`src/rtl/heat_budget_fire_limiter_core_macros.svh`:
```
// assertion macros shared by the heat budget fire limiter rtl
`ifndef HEAT_BUDGET_FIRE_LIMITER_CORE_MACROS_SVH
`define HEAT_BUDGET_FIRE_LIMITER_CORE_MACROS_SVH

// consequence holds in the same cycle as the antecedent
`define HBFL_ASSERT_NOW(label, clk, rstn, ante, cons, msg) \
    label: assert property (@(posedge clk) disable iff (!rstn) (ante) |-> (cons)) \
        else $error(msg);

// consequence holds in the cycle after the antecedent
`define HBFL_ASSERT_NEXT(label, clk, rstn, ante, cons, msg) \
    label: assert property (@(posedge clk) disable iff (!rstn) (ante) |=> (cons)) \
        else $error(msg);

`endif

```
`src/rtl/hbfl_pkg.sv`:
```
// shared types, constants and helpers of the heat budget fire limiter
`default_nettype none

package hbfl_pkg;

    localparam int HEAT_W       = 16;
    localparam int COOL_W       = 12;
    localparam int SPEED_W      = 16;
    localparam int SHOT_W       = 16;
    localparam int TIME_W       = 32;
    localparam int ALLOW_W      = 16;
    localparam int MARGIN_OUT_W = 25;
    localparam int DIFF_W       = HEAT_W + 1;
    localparam int PROD_W       = COOL_W + TIME_W;
    localparam int PSAT_W       = 30;
    localparam int QUOT_W       = 24;
    localparam int REM_W        = 7;
    localparam int REM_DEPTH    = 1 << REM_W;
    localparam int QUOT_DIVISOR = 125;
    localparam int FIRED_MUL_W  = SHOT_W + 4;

    localparam int IN_DATA_W  = 88;
    localparam int OUT_DATA_W = 48;

    // floor(x / 125) = (x * RECIP_125) >> RECIP_SHIFT for x below 2^30
    localparam logic [PSAT_W-1:0] RECIP_125   = 30'd549755814;
    localparam int                RECIP_SHIFT = 36;

    // floor(x / 10) = (x * DIV10_RECIP) >> DIV10_SHIFT for 16 bit x
    localparam logic [15:0] DIV10_RECIP = 16'hCCCD;
    localparam int          DIV10_SHIFT = 19;

    localparam int CFG_IDX_W = 1;
    localparam logic [CFG_IDX_W-1:0] CFG_HEAT_LIMIT   = 1'b0;
    localparam logic [CFG_IDX_W-1:0] CFG_COOLING_RATE = 1'b1;

    localparam logic [HEAT_W-1:0] HEAT_LIMIT_RESET   = 16'd240;
    localparam logic [COOL_W-1:0] COOLING_RATE_RESET = 12'd40;

    typedef logic signed [ALLOW_W-1:0] shots_t;

    localparam shots_t SHOTS_MIN = 16'sh8000;

    typedef struct packed {
        logic                link;
        logic [HEAT_W-1:0]   heat;
        logic [SPEED_W-1:0]  speed;
        logic [SHOT_W-1:0]   shots;
        logic [TIME_W-1:0]   time_ms;
        logic                left_alive;
        logic                right_alive;
    } item_t;

    typedef struct packed {
        logic                     link;
        logic                     wheels_ok;
        logic                     speed_chg;
        logic                     heat_chg;
        logic signed [DIFF_W-1:0] diff;
        logic [SHOT_W-1:0]        fired;
        logic [PSAT_W-1:0]        p_sat;
    } front_t;

    typedef struct packed {
        logic   link;
        logic   wheels_ok;
        logic   speed_chg;
        logic   heat_chg;
        shots_t diff_q;
    } flags_t;

    function automatic logic [15:0] div10_u16(input logic [15:0] x);
        logic [31:0] prod;
        prod = 32'(x) * 32'(DIV10_RECIP);
        return 16'(prod >> DIV10_SHIFT);
    endfunction

endpackage

`default_nettype wire

```
`src/rtl/hbfl_front.sv`:
```
// input register, change detection, elapsed time and cooling product
`default_nettype none
`include "heat_budget_fire_limiter_core_macros.svh"

module hbfl_front (
    input  logic                          aclk,
    input  logic                          aresetn,
    input  logic                          in_valid,
    output logic                          in_ready,
    input  hbfl_pkg::item_t               in_item,
    input  logic [hbfl_pkg::HEAT_W-1:0]   heat_limit,
    input  logic [hbfl_pkg::COOL_W-1:0]   cooling_rate,
    output logic                          out_valid,
    input  logic                          out_ready,
    output hbfl_pkg::front_t              out_front
);
    import hbfl_pkg::*;

    logic                 a_valid_reg;
    item_t                a_item_reg;
    logic                 b_valid_reg;
    front_t               b_front_reg;
    logic                 a_ready;
    logic                 b_ready;
    logic                 a_adv;

    logic [HEAT_W-1:0]    last_heat_reg;
    logic [SPEED_W-1:0]   last_speed_reg;
    logic [SHOT_W-1:0]    last_shot_reg;
    logic [TIME_W-1:0]    last_time_reg;

    logic [TIME_W-1:0]    dt;
    logic [PROD_W-1:0]    prod;
    front_t               b_front_next;

    assign b_ready  = !b_valid_reg || out_ready;
    assign a_ready  = !a_valid_reg || b_ready;
    assign a_adv    = a_valid_reg && b_ready;
    assign in_ready = a_ready;

    assign out_valid = b_valid_reg;
    assign out_front = b_front_reg;

    // elapsed time wraps modulo 2^32
    assign dt   = a_item_reg.time_ms - last_time_reg;
    assign prod = PROD_W'(cooling_rate) * PROD_W'(dt);

    always_comb begin
        b_front_next.link      = a_item_reg.link;
        b_front_next.wheels_ok = a_item_reg.left_alive && a_item_reg.right_alive;
        b_front_next.speed_chg = a_item_reg.speed != last_speed_reg;
        b_front_next.heat_chg  = (a_item_reg.heat != last_heat_reg) || (a_item_reg.heat == '0);
        b_front_next.diff      = $signed({1'b0, heat_limit}) - $signed({1'b0, a_item_reg.heat});
        b_front_next.fired     = a_item_reg.shots - last_shot_reg;
        // past 2^30 the recovery always overshoots the cap
        b_front_next.p_sat     = (|prod[PROD_W-1:PSAT_W]) ? '1 : prod[PSAT_W-1:0];
    end

    always_ff @(posedge aclk) begin
        if (!aresetn) begin
            a_valid_reg    <= 1'b0;
            b_valid_reg    <= 1'b0;
            last_heat_reg  <= '0;
            last_speed_reg <= '0;
            last_shot_reg  <= '0;
            last_time_reg  <= '0;
        end else begin
            if (a_ready) begin
                a_valid_reg <= in_valid;
            end
            if (b_ready) begin
                b_valid_reg <= a_valid_reg;
            end
            if (a_adv) begin
                if (a_item_reg.link) begin
                    last_heat_reg  <= a_item_reg.heat;
                    last_speed_reg <= a_item_reg.speed;
                end else begin
                    last_shot_reg  <= a_item_reg.shots;
                    last_time_reg  <= a_item_reg.time_ms;
                end
            end
        end
    end

    always_ff @(posedge aclk) begin
        if (in_valid && a_ready) begin
            a_item_reg <= in_item;
        end
        if (a_adv) begin
            b_front_reg <= b_front_next;
        end
    end

    `HBFL_ASSERT_NEXT(a_est_time_follows, aclk, aresetn,
        a_adv && !a_item_reg.link, last_time_reg == $past(a_item_reg.time_ms),
        "estimate time not taken from the local estimate transaction")

endmodule

`default_nettype wire

```
`src/rtl/hbfl_margin.sv`:
```
// recovery quotient, reload count and the q-format heat margin
`default_nettype none
`include "heat_budget_fire_limiter_core_macros.svh"

module hbfl_margin #(
    parameter int HEAT_FRAC_BITS = 8
) (
    input  logic                                   aclk,
    input  logic                                   aresetn,
    input  logic                                   in_valid,
    output logic                                   in_ready,
    input  hbfl_pkg::front_t                       in_front,
    input  logic [hbfl_pkg::HEAT_W-1:0]            heat_limit,
    output logic                                   out_valid,
    input  logic                                   out_ready,
    output hbfl_pkg::flags_t                       out_flags,
    output logic signed [HEAT_FRAC_BITS+17:0]      out_margin
);
    import hbfl_pkg::*;

    localparam int MW = HEAT_FRAC_BITS + 18;
    localparam int SW = HEAT_FRAC_BITS + 23;
    localparam int GW = HEAT_FRAC_BITS + 21;
    localparam int TW = HEAT_FRAC_BITS - 3;

    // fraction part of floor(r * 2^(F-3) / 125) for each remainder r
    function automatic logic [REM_DEPTH*TW-1:0] build_frac_tab();
        logic [REM_DEPTH*TW-1:0] tab;
        tab = '0;
        for (int i = 0; i < REM_DEPTH; i++) begin
            tab[i*TW +: TW] = TW'((longint'(i) << (HEAT_FRAC_BITS - 3)) / QUOT_DIVISOR);
        end
        return tab;
    endfunction

    localparam logic [REM_DEPTH*TW-1:0] FRAC_TAB = build_frac_tab();

    logic                     c_valid_reg;
    front_t                   c_front_reg;
    logic [QUOT_W-1:0]        c_q_reg;
    shots_t                   c_diff_q_reg;
    logic                     d_valid_reg;
    flags_t                   d_flags_reg;
    logic signed [MW-1:0]     margin_reg;

    logic                     c_ready;
    logic                     d_ready;
    logic                     c_adv;

    logic [2*PSAT_W-1:0]      q_prod;
    logic [QUOT_W-1:0]        q_next;
    logic [DIFF_W-1:0]        diff_mag;
    logic [15:0]              diff_q10;
    shots_t                   diff_q_next;

    logic [REM_W-1:0]         rem;
    logic [TW-1:0]            frac;
    logic [GW-1:0]            gain;
    logic [FIRED_MUL_W-1:0]   fired10;
    logic signed [SW-1:0]     m_ext;
    logic signed [SW-1:0]     fired_sh;
    logic signed [SW-1:0]     gain_s;
    logic signed [SW-1:0]     cap_s;
    logic signed [SW-1:0]     sum;
    logic signed [SW-1:0]     clamped;
    logic signed [MW-1:0]     margin_next;
    flags_t                   d_flags_next;

    assign d_ready  = !d_valid_reg || out_ready;
    assign c_ready  = !c_valid_reg || d_ready;
    assign c_adv    = c_valid_reg && d_ready;
    assign in_ready = c_ready;

    assign out_valid  = d_valid_reg;
    assign out_flags  = d_flags_reg;
    assign out_margin = margin_reg;

    // quotient of the cooling product by 125
    assign q_prod = (2*PSAT_W)'(in_front.p_sat) * (2*PSAT_W)'(RECIP_125);
    assign q_next = q_prod[RECIP_SHIFT +: QUOT_W];

    // reload count, truncated toward zero
    assign diff_mag    = in_front.diff[DIFF_W-1] ? DIFF_W'(-in_front.diff)
                                                 : DIFF_W'(in_front.diff);
    assign diff_q10    = div10_u16(diff_mag[15:0]);
    assign diff_q_next = in_front.diff[DIFF_W-1] ? -$signed(diff_q10) : $signed(diff_q10);

    // remainder only needs its low bits since it stays below 128
    assign rem  = REM_W'(c_front_reg.p_sat[REM_W-1:0]
                  - REM_W'(c_q_reg[REM_W-1:0] * REM_W'(QUOT_DIVISOR)));
    assign frac = FRAC_TAB[rem*TW +: TW];
    assign gain = (GW'(c_q_reg) << (HEAT_FRAC_BITS - 3)) | GW'(frac);

    assign fired10  = (FIRED_MUL_W'(c_front_reg.fired) << 3)
                    + (FIRED_MUL_W'(c_front_reg.fired) << 1);
    assign m_ext    = SW'(margin_reg);
    assign fired_sh = $signed({{(SW-FIRED_MUL_W-HEAT_FRAC_BITS){1'b0}}, fired10,
                               {HEAT_FRAC_BITS{1'b0}}});
    assign gain_s   = $signed({{(SW-GW){1'b0}}, gain});
    assign cap_s    = $signed({{(SW-HEAT_W-HEAT_FRAC_BITS){1'b0}}, heat_limit,
                               {HEAT_FRAC_BITS{1'b0}}});
    assign sum      = m_ext - fired_sh + gain_s;

    always_comb begin
        if (sum > cap_s) begin
            clamped = cap_s;
        end else if (sum[SW-1]) begin
            clamped = '0;
        end else begin
            clamped = sum;
        end
        if (c_front_reg.link) begin
            margin_next = MW'($signed({c_front_reg.diff, {HEAT_FRAC_BITS{1'b0}}}));
        end else begin
            margin_next = MW'(clamped);
        end
        d_flags_next.link      = c_front_reg.link;
        d_flags_next.wheels_ok = c_front_reg.wheels_ok;
        d_flags_next.speed_chg = c_front_reg.speed_chg;
        d_flags_next.heat_chg  = c_front_reg.heat_chg;
        d_flags_next.diff_q    = c_diff_q_reg;
    end

    always_ff @(posedge aclk) begin
        if (!aresetn) begin
            c_valid_reg <= 1'b0;
            d_valid_reg <= 1'b0;
            margin_reg  <= '0;
        end else begin
            if (c_ready) begin
                c_valid_reg <= in_valid;
            end
            if (d_ready) begin
                d_valid_reg <= c_valid_reg;
            end
            if (c_adv) begin
                margin_reg <= margin_next;
            end
        end
    end

    always_ff @(posedge aclk) begin
        if (in_valid && c_ready) begin
            c_front_reg  <= in_front;
            c_q_reg      <= q_next;
            c_diff_q_reg <= diff_q_next;
        end
        if (c_adv) begin
            d_flags_reg <= d_flags_next;
        end
    end

    `HBFL_ASSERT_NEXT(a_estimate_nonneg, aclk, aresetn,
        c_adv && !c_front_reg.link, !margin_reg[MW-1],
        "local estimate left a negative heat margin")

endmodule

`default_nettype wire

```
`src/rtl/hbfl_shots.sv`:
```
// allowed shot count, fire decision and the result register
`default_nettype none
`include "heat_budget_fire_limiter_core_macros.svh"

module hbfl_shots #(
    parameter int HEAT_FRAC_BITS = 8
) (
    input  logic                               aclk,
    input  logic                               aresetn,
    input  logic                               in_valid,
    output logic                               in_ready,
    input  hbfl_pkg::flags_t                   in_flags,
    input  logic signed [HEAT_FRAC_BITS+17:0]  in_margin,
    output logic                               out_valid,
    input  logic                               out_ready,
    output logic                               out_fire,
    output hbfl_pkg::shots_t                   out_allowed,
    output logic signed [HEAT_FRAC_BITS+17:0]  out_margin
);
    import hbfl_pkg::*;

    localparam int MW = HEAT_FRAC_BITS + 18;

    logic                  o_valid_reg;
    logic                  o_fire_reg;
    shots_t                o_allowed_reg;
    logic signed [MW-1:0]  o_margin_reg;
    shots_t                shots_reg;
    shots_t                shots_next;
    logic                  fire_next;
    logic                  in_adv;

    assign in_ready    = !o_valid_reg || out_ready;
    assign in_adv      = in_valid && in_ready;
    assign out_valid   = o_valid_reg;
    assign out_fire    = o_fire_reg;
    assign out_allowed = o_allowed_reg;
    assign out_margin  = o_margin_reg;

    always_comb begin
        shots_next = shots_reg;
        if (in_flags.link) begin
            if (in_flags.speed_chg) begin
                if (shots_reg != SHOTS_MIN) begin
                    shots_next = shots_reg - 16'sd1;
                end
            end else if (in_flags.heat_chg) begin
                shots_next = in_flags.diff_q;
            end
        end else begin
            // clamped margin is non-negative, so its integer part is plain
            shots_next = $signed(div10_u16(in_margin[HEAT_FRAC_BITS +: 16]));
        end
        fire_next = (shots_next > 16'sd1) && in_flags.wheels_ok;
    end

    always_ff @(posedge aclk) begin
        if (!aresetn) begin
            o_valid_reg <= 1'b0;
            shots_reg   <= '0;
        end else begin
            if (in_ready) begin
                o_valid_reg <= in_valid;
            end
            if (in_adv) begin
                shots_reg <= shots_next;
            end
        end
    end

    always_ff @(posedge aclk) begin
        if (in_adv) begin
            o_fire_reg    <= fire_next;
            o_allowed_reg <= shots_next;
            o_margin_reg  <= in_margin;
        end
    end

    `HBFL_ASSERT_NEXT(a_shot_decrement, aclk, aresetn,
        in_adv && in_flags.link && in_flags.speed_chg && (shots_reg != SHOTS_MIN),
        shots_reg == $past(shots_reg) - 16'sd1,
        "speed change did not take one shot off the count")

    `HBFL_ASSERT_NEXT(a_estimate_count_nonneg, aclk, aresetn,
        in_adv && !in_flags.link, !shots_reg[ALLOW_W-1],
        "local estimate produced a negative shot count")

endmodule

`default_nettype wire

```
`src/rtl/heat_budget_fire_limiter_core.sv`:
```
// top level of the heat budget fire limiter: config registers, stage chain, stream ports
// path: each input transaction passes the a, b, c, d and result registers in order, held wherever ready drops
// throughput: one transaction per cycle unless m_tready stalls it, five register stages each with its own ready
// state that feeds back (last readings, margin, shot count) is read and written in one stage
// reset: aresetn synchronous active low, clears valids, tracking state, limit 240, cooling 40
`default_nettype none

module heat_budget_fire_limiter_core #(
    parameter int HEAT_FRAC_BITS = 8
) (
    input  logic                              aclk,
    input  logic                              aresetn,
    // input stream
    input  logic                              s_tvalid,
    output logic                              s_tready,
    // link_ok, heat_reading, speed_code, shot_total, time_ms,
    // left_wheel_alive, right_wheel_alive, zero pad
    input  logic [hbfl_pkg::IN_DATA_W-1:0]    s_tdata,
    // result stream
    output logic                              m_tvalid,
    input  logic                              m_tready,
    // fire_allowed, allowed_shots, heat_margin_q8, zero pad
    output logic [hbfl_pkg::OUT_DATA_W-1:0]   m_tdata,
    // configuration writes
    input  logic                              cfg_valid,
    output logic                              cfg_ready,
    input  logic [hbfl_pkg::CFG_IDX_W-1:0]    cfg_index,
    input  logic [hbfl_pkg::HEAT_W-1:0]       cfg_data
);
    import hbfl_pkg::*;

    localparam int MW = HEAT_FRAC_BITS + 18;
    localparam int XW = (MW > MARGIN_OUT_W) ? MW : MARGIN_OUT_W;

    logic [HEAT_W-1:0]    heat_limit_reg;
    logic [COOL_W-1:0]    cooling_rate_reg;

    item_t                in_item;
    logic                 fr_valid;
    logic                 fr_ready;
    front_t               fr_front;
    logic                 mg_valid;
    logic                 mg_ready;
    flags_t               mg_flags;
    logic signed [MW-1:0] mg_margin;
    logic                 res_fire;
    shots_t               res_allowed;
    logic signed [MW-1:0] res_margin;
    logic signed [XW-1:0] res_margin_ext;

    // register file is always ready, each accepted write is registered directly
    assign cfg_ready = 1'b1;

    always_ff @(posedge aclk) begin
        if (!aresetn) begin
            heat_limit_reg   <= HEAT_LIMIT_RESET;
            cooling_rate_reg <= COOLING_RATE_RESET;
        end else if (cfg_valid && cfg_ready) begin
            case (cfg_index)
                CFG_HEAT_LIMIT: begin
                    heat_limit_reg <= cfg_data;
                end
                CFG_COOLING_RATE: begin
                    cooling_rate_reg <= cfg_data[COOL_W-1:0];
                end
                default: begin
                end
            endcase
        end
    end

    // unpack the input transaction, first field in the low bits
    assign in_item.link        = s_tdata[0];
    assign in_item.heat        = s_tdata[16:1];
    assign in_item.speed       = s_tdata[32:17];
    assign in_item.shots       = s_tdata[48:33];
    assign in_item.time_ms     = s_tdata[80:49];
    assign in_item.left_alive  = s_tdata[81];
    assign in_item.right_alive = s_tdata[82];

    // input register, change detection, elapsed time and cooling product
    hbfl_front u_front (
        .aclk         (aclk),
        .aresetn      (aresetn),
        .in_valid     (s_tvalid),
        .in_ready     (s_tready),
        .in_item      (in_item),
        .heat_limit   (heat_limit_reg),
        .cooling_rate (cooling_rate_reg),
        .out_valid    (fr_valid),
        .out_ready    (fr_ready),
        .out_front    (fr_front)
    );

    // recovery quotient then margin update with clamp
    hbfl_margin #(
        .HEAT_FRAC_BITS (HEAT_FRAC_BITS)
    ) u_margin (
        .aclk       (aclk),
        .aresetn    (aresetn),
        .in_valid   (fr_valid),
        .in_ready   (fr_ready),
        .in_front   (fr_front),
        .heat_limit (heat_limit_reg),
        .out_valid  (mg_valid),
        .out_ready  (mg_ready),
        .out_flags  (mg_flags),
        .out_margin (mg_margin)
    );

    // shot count, fire decision, result register
    hbfl_shots #(
        .HEAT_FRAC_BITS (HEAT_FRAC_BITS)
    ) u_shots (
        .aclk        (aclk),
        .aresetn     (aresetn),
        .in_valid    (mg_valid),
        .in_ready    (mg_ready),
        .in_flags    (mg_flags),
        .in_margin   (mg_margin),
        .out_valid   (m_tvalid),
        .out_ready   (m_tready),
        .out_fire    (res_fire),
        .out_allowed (res_allowed),
        .out_margin  (res_margin)
    );

    // margin goes out as 25 bits two's complement
    assign res_margin_ext = XW'(res_margin);

    assign m_tdata = {{(OUT_DATA_W-1-ALLOW_W-MARGIN_OUT_W){1'b0}},
                      res_margin_ext[MARGIN_OUT_W-1:0],
                      res_allowed,
                      res_fire};

endmodule

`default_nettype wire

```
`config.mk`:
```
export PLATFORM = sky130hd
export DESIGN_NAME = heat_budget_fire_limiter_core
export DESIGN_NICKNAME = d
export VERILOG_FILES = /design/src/rtl/hbfl_pkg.sv /design/src/rtl/hbfl_front.sv /design/src/rtl/hbfl_margin.sv /design/src/rtl/hbfl_shots.sv /design/src/rtl/heat_budget_fire_limiter_core.sv
export VERILOG_INCLUDE_DIRS = /design/src /design/src/rtl
export SDC_FILE = /design/constraint.sdc
export NUM_CORES = 2
export LEC_CHECK = 0
export ABC_CLOCK_PERIOD_IN_PS = 17000
export BUFFER_PORTS_ARGS = -buffer_cell sky130_fd_sc_hd__buf_2
export CAP_MARGIN = 20
export CORE_MARGIN = 3
export CORE_UTILIZATION = 40
export CTS_CLUSTER_DIAMETER = 80
export DETAILED_ROUTE_END_ITERATION = 8
export PLACE_DENSITY = 0.53
export SYNTH_ARGS = -nofsm -noshare
export SYNTH_HDL_FRONTEND = slang
export SYNTH_HIERARCHICAL = 1
export SYNTH_SLANG_ARGS = --single-unit
```
`constraint.sdc`:
```
create_clock -name aclk -period 17 [get_ports aclk]
set_input_delay 3.4 -clock aclk [delete_from_list [all_inputs] [get_ports aclk]]
set_output_delay 3.4 -clock aclk [all_outputs]
set_load 0.03 [all_outputs]
```
==> metrics.txt <==
fin crit period=around 11 ns; final worst-path cycle share=0.631; synthesized cell area=~60000 um2; first-pass GRT wire length=~240 mm; post-CTS setup buffers=0; Iter 0 DRT Violations=about 2500; initial cell density of the core=0.406; RSZ-0062 raised after global routing=false; I/O pin total=~160; Worst EP arrival=about 11 ns; DIE WIDTH=389 um; global route overflow=0; setup TNS=0 ns; share of cells above drive strength 1=0.0625; DRC viols=0; Final setup viols=0; FF-to-FF Start=u_margin/c_front_reg[2]$_DFFE_PP_; critical path's slowest cell=a2111oi_0; DR WL/cell=about 19 um; f_max=93.2 MHz; Worst Path Required=approximately 18 ns; total number of vias=41700; crit path capture type=flop; Detailed Routing Iterations Pass 1=5; Detailed Place HPWL=about 120 mm; Buffers on Ports=148; peak supply drop=0.319 mV; Post-DRT Antenna Nets=0; die area=151000 um2; Fin. Hold Viols=0; Final Util=0.439; max cap viols=0; Post-CTS Resized=0; Slew @ Worst Pin=approximately 1.1 ns; Setup CP Type=reg2reg; P per Cell Area=approximately 180 nW/um2; NumNets Final=between 7000 and 8000; FILL cells=approximately 14000; Worst slew margin=0.279; area grow syn2layout=8.16%; Reg clk slew, reported paths=roughly 0.06 ns; synthesized area per cell=roughly 9.7 um2; drt via density=5.16; Hold-fix buffers, CTS=0; Startpoint Class=flop; CTS root buf=clkbuf_16; Max Buffers Root-to-Sink=3; cells on worst reg2reg path=39; worst setup path startpoint=u_margin/c_front_reg[2]$_DFFE_PP_; min-delay src=u_margin/c_diff_q_reg[4]$_DFFE_PP_; CP peak stage delay=0.61 ns; Core ar.=roughly 140000 um2; RePlAce Congestion=roughly 0.9; Static Leak=between 20 and 30 nW; pin count of the biggest net entering global routing=81; status=finished, final reports clean; Site Rows=139; CP top delay family=compound AO/OA/AOI/OAI gates; die span in y=about 390 um; worst-path maximum fanout=11; Clock Skews=between 0.06 and 0.07 ns; Hold WC Path Type=reg2reg; number of cells on the critical path=39; Num CTS Buffers=55; max reg flops=between 80 and 90; Critical Path Most Common Cell=ha_1; Final Max Tran Viols=0; H-tree depth=2; Total GRT Usage=0.200; Bufs and invs on worst path=5; routed wire length=around 150 mm; clock latency on the worst-skew pair=around 0.67 ns; antenna violations before repair=9; # clock sinks=451; vias in the first global route=43000; TritonCTS clock tree=done; Yosys Warn Count=6; Mapped Cells=a little over 6000; worst hold path depth=0
-- where the power goes --
part | switching, mW | total (mW) | leakage (nW) | internal (mW)
logic | 5.40 | 8.95 | 24.4 | 3.55
registers | 0.0623 | 1.42 | 3.90 | 1.36
clock network | 0.499 | 1.19 | 0.906 | 0.695
-- through the flow --
stage | setup WS [ns] | area (um2) | power, mW | hold slack, ns | std cells
finish | 6.27 | 63500 | 11.6 | 0.412 | 8083
global route | 5.41 | 63500 | 12.9 | 0.424 | 8082
CTS | 6.30 | 63500 | 11.6 | 0.413 | 8077
detailed placement | 6.30 | 61600 | 10.3 | 0.405 | 7973
global placement | 6.07 | 61500 | 10.3 | 0.405 | 7967
floorplan | 7.90 | 58700 | 8.28 | 0.400 | 6045
-- placed cells by master, fill, tap and decap left out, types with 110 or more instances in the layout --
master,count
edfxtp_1,296
dfxtp_1,150
nor2_1,174
a21oi_1,232
ha_1,861
fa_1,765
xnor2_1,138
inv_1,1154
o21ai_0,149
nand3_1,110
buf_2,147
nand2_1,654
-- worst paths after layout --
| check | slack, ns | end |
|---|---|---|
| max | 6.27 | u_margin/out_margin[9]$_SDFFE_PN0P_ |
| min reg2reg | 0.41 | u_margin/out_flags[4]$_DFFE_PP_ |
| min | 0.41 | u_margin/out_flags[4]$_DFFE_PP_ |
| max reg2reg | 6.27 | u_margin/out_margin[9]$_SDFFE_PN0P_ |
-- per-layer routing --
metal	up-vias	track usage	share of wire	wire [um]
met4	0	0.0406	0.019	2850
met2	911	0.319	0.45	67500
met5	-	0	0	0
met1	20500	0.291	0.48	72500
met3	142	0.0267	0.051	7640
li1	20100	-	-	-
-- final cells by class --
type | instances | area (um2) | share of cell area
multi-input cells | 4245 | 41600 | 0.655
flip-flops and latches | 451 | 12000 | 0.189
inverters | 1156 | 4340 | 0.0683
well taps | 1903 | 2380 | 0.0375
clock buffers | 76 | 1560 | 0.0245
repair buffers | 220 | 1330 | 0.0209
clock inverters | 28 | 328 | 0.00516
diodes | 4 | 10.0 | 0.000158
Note: power is estimated with default switching activity, not from simulation.
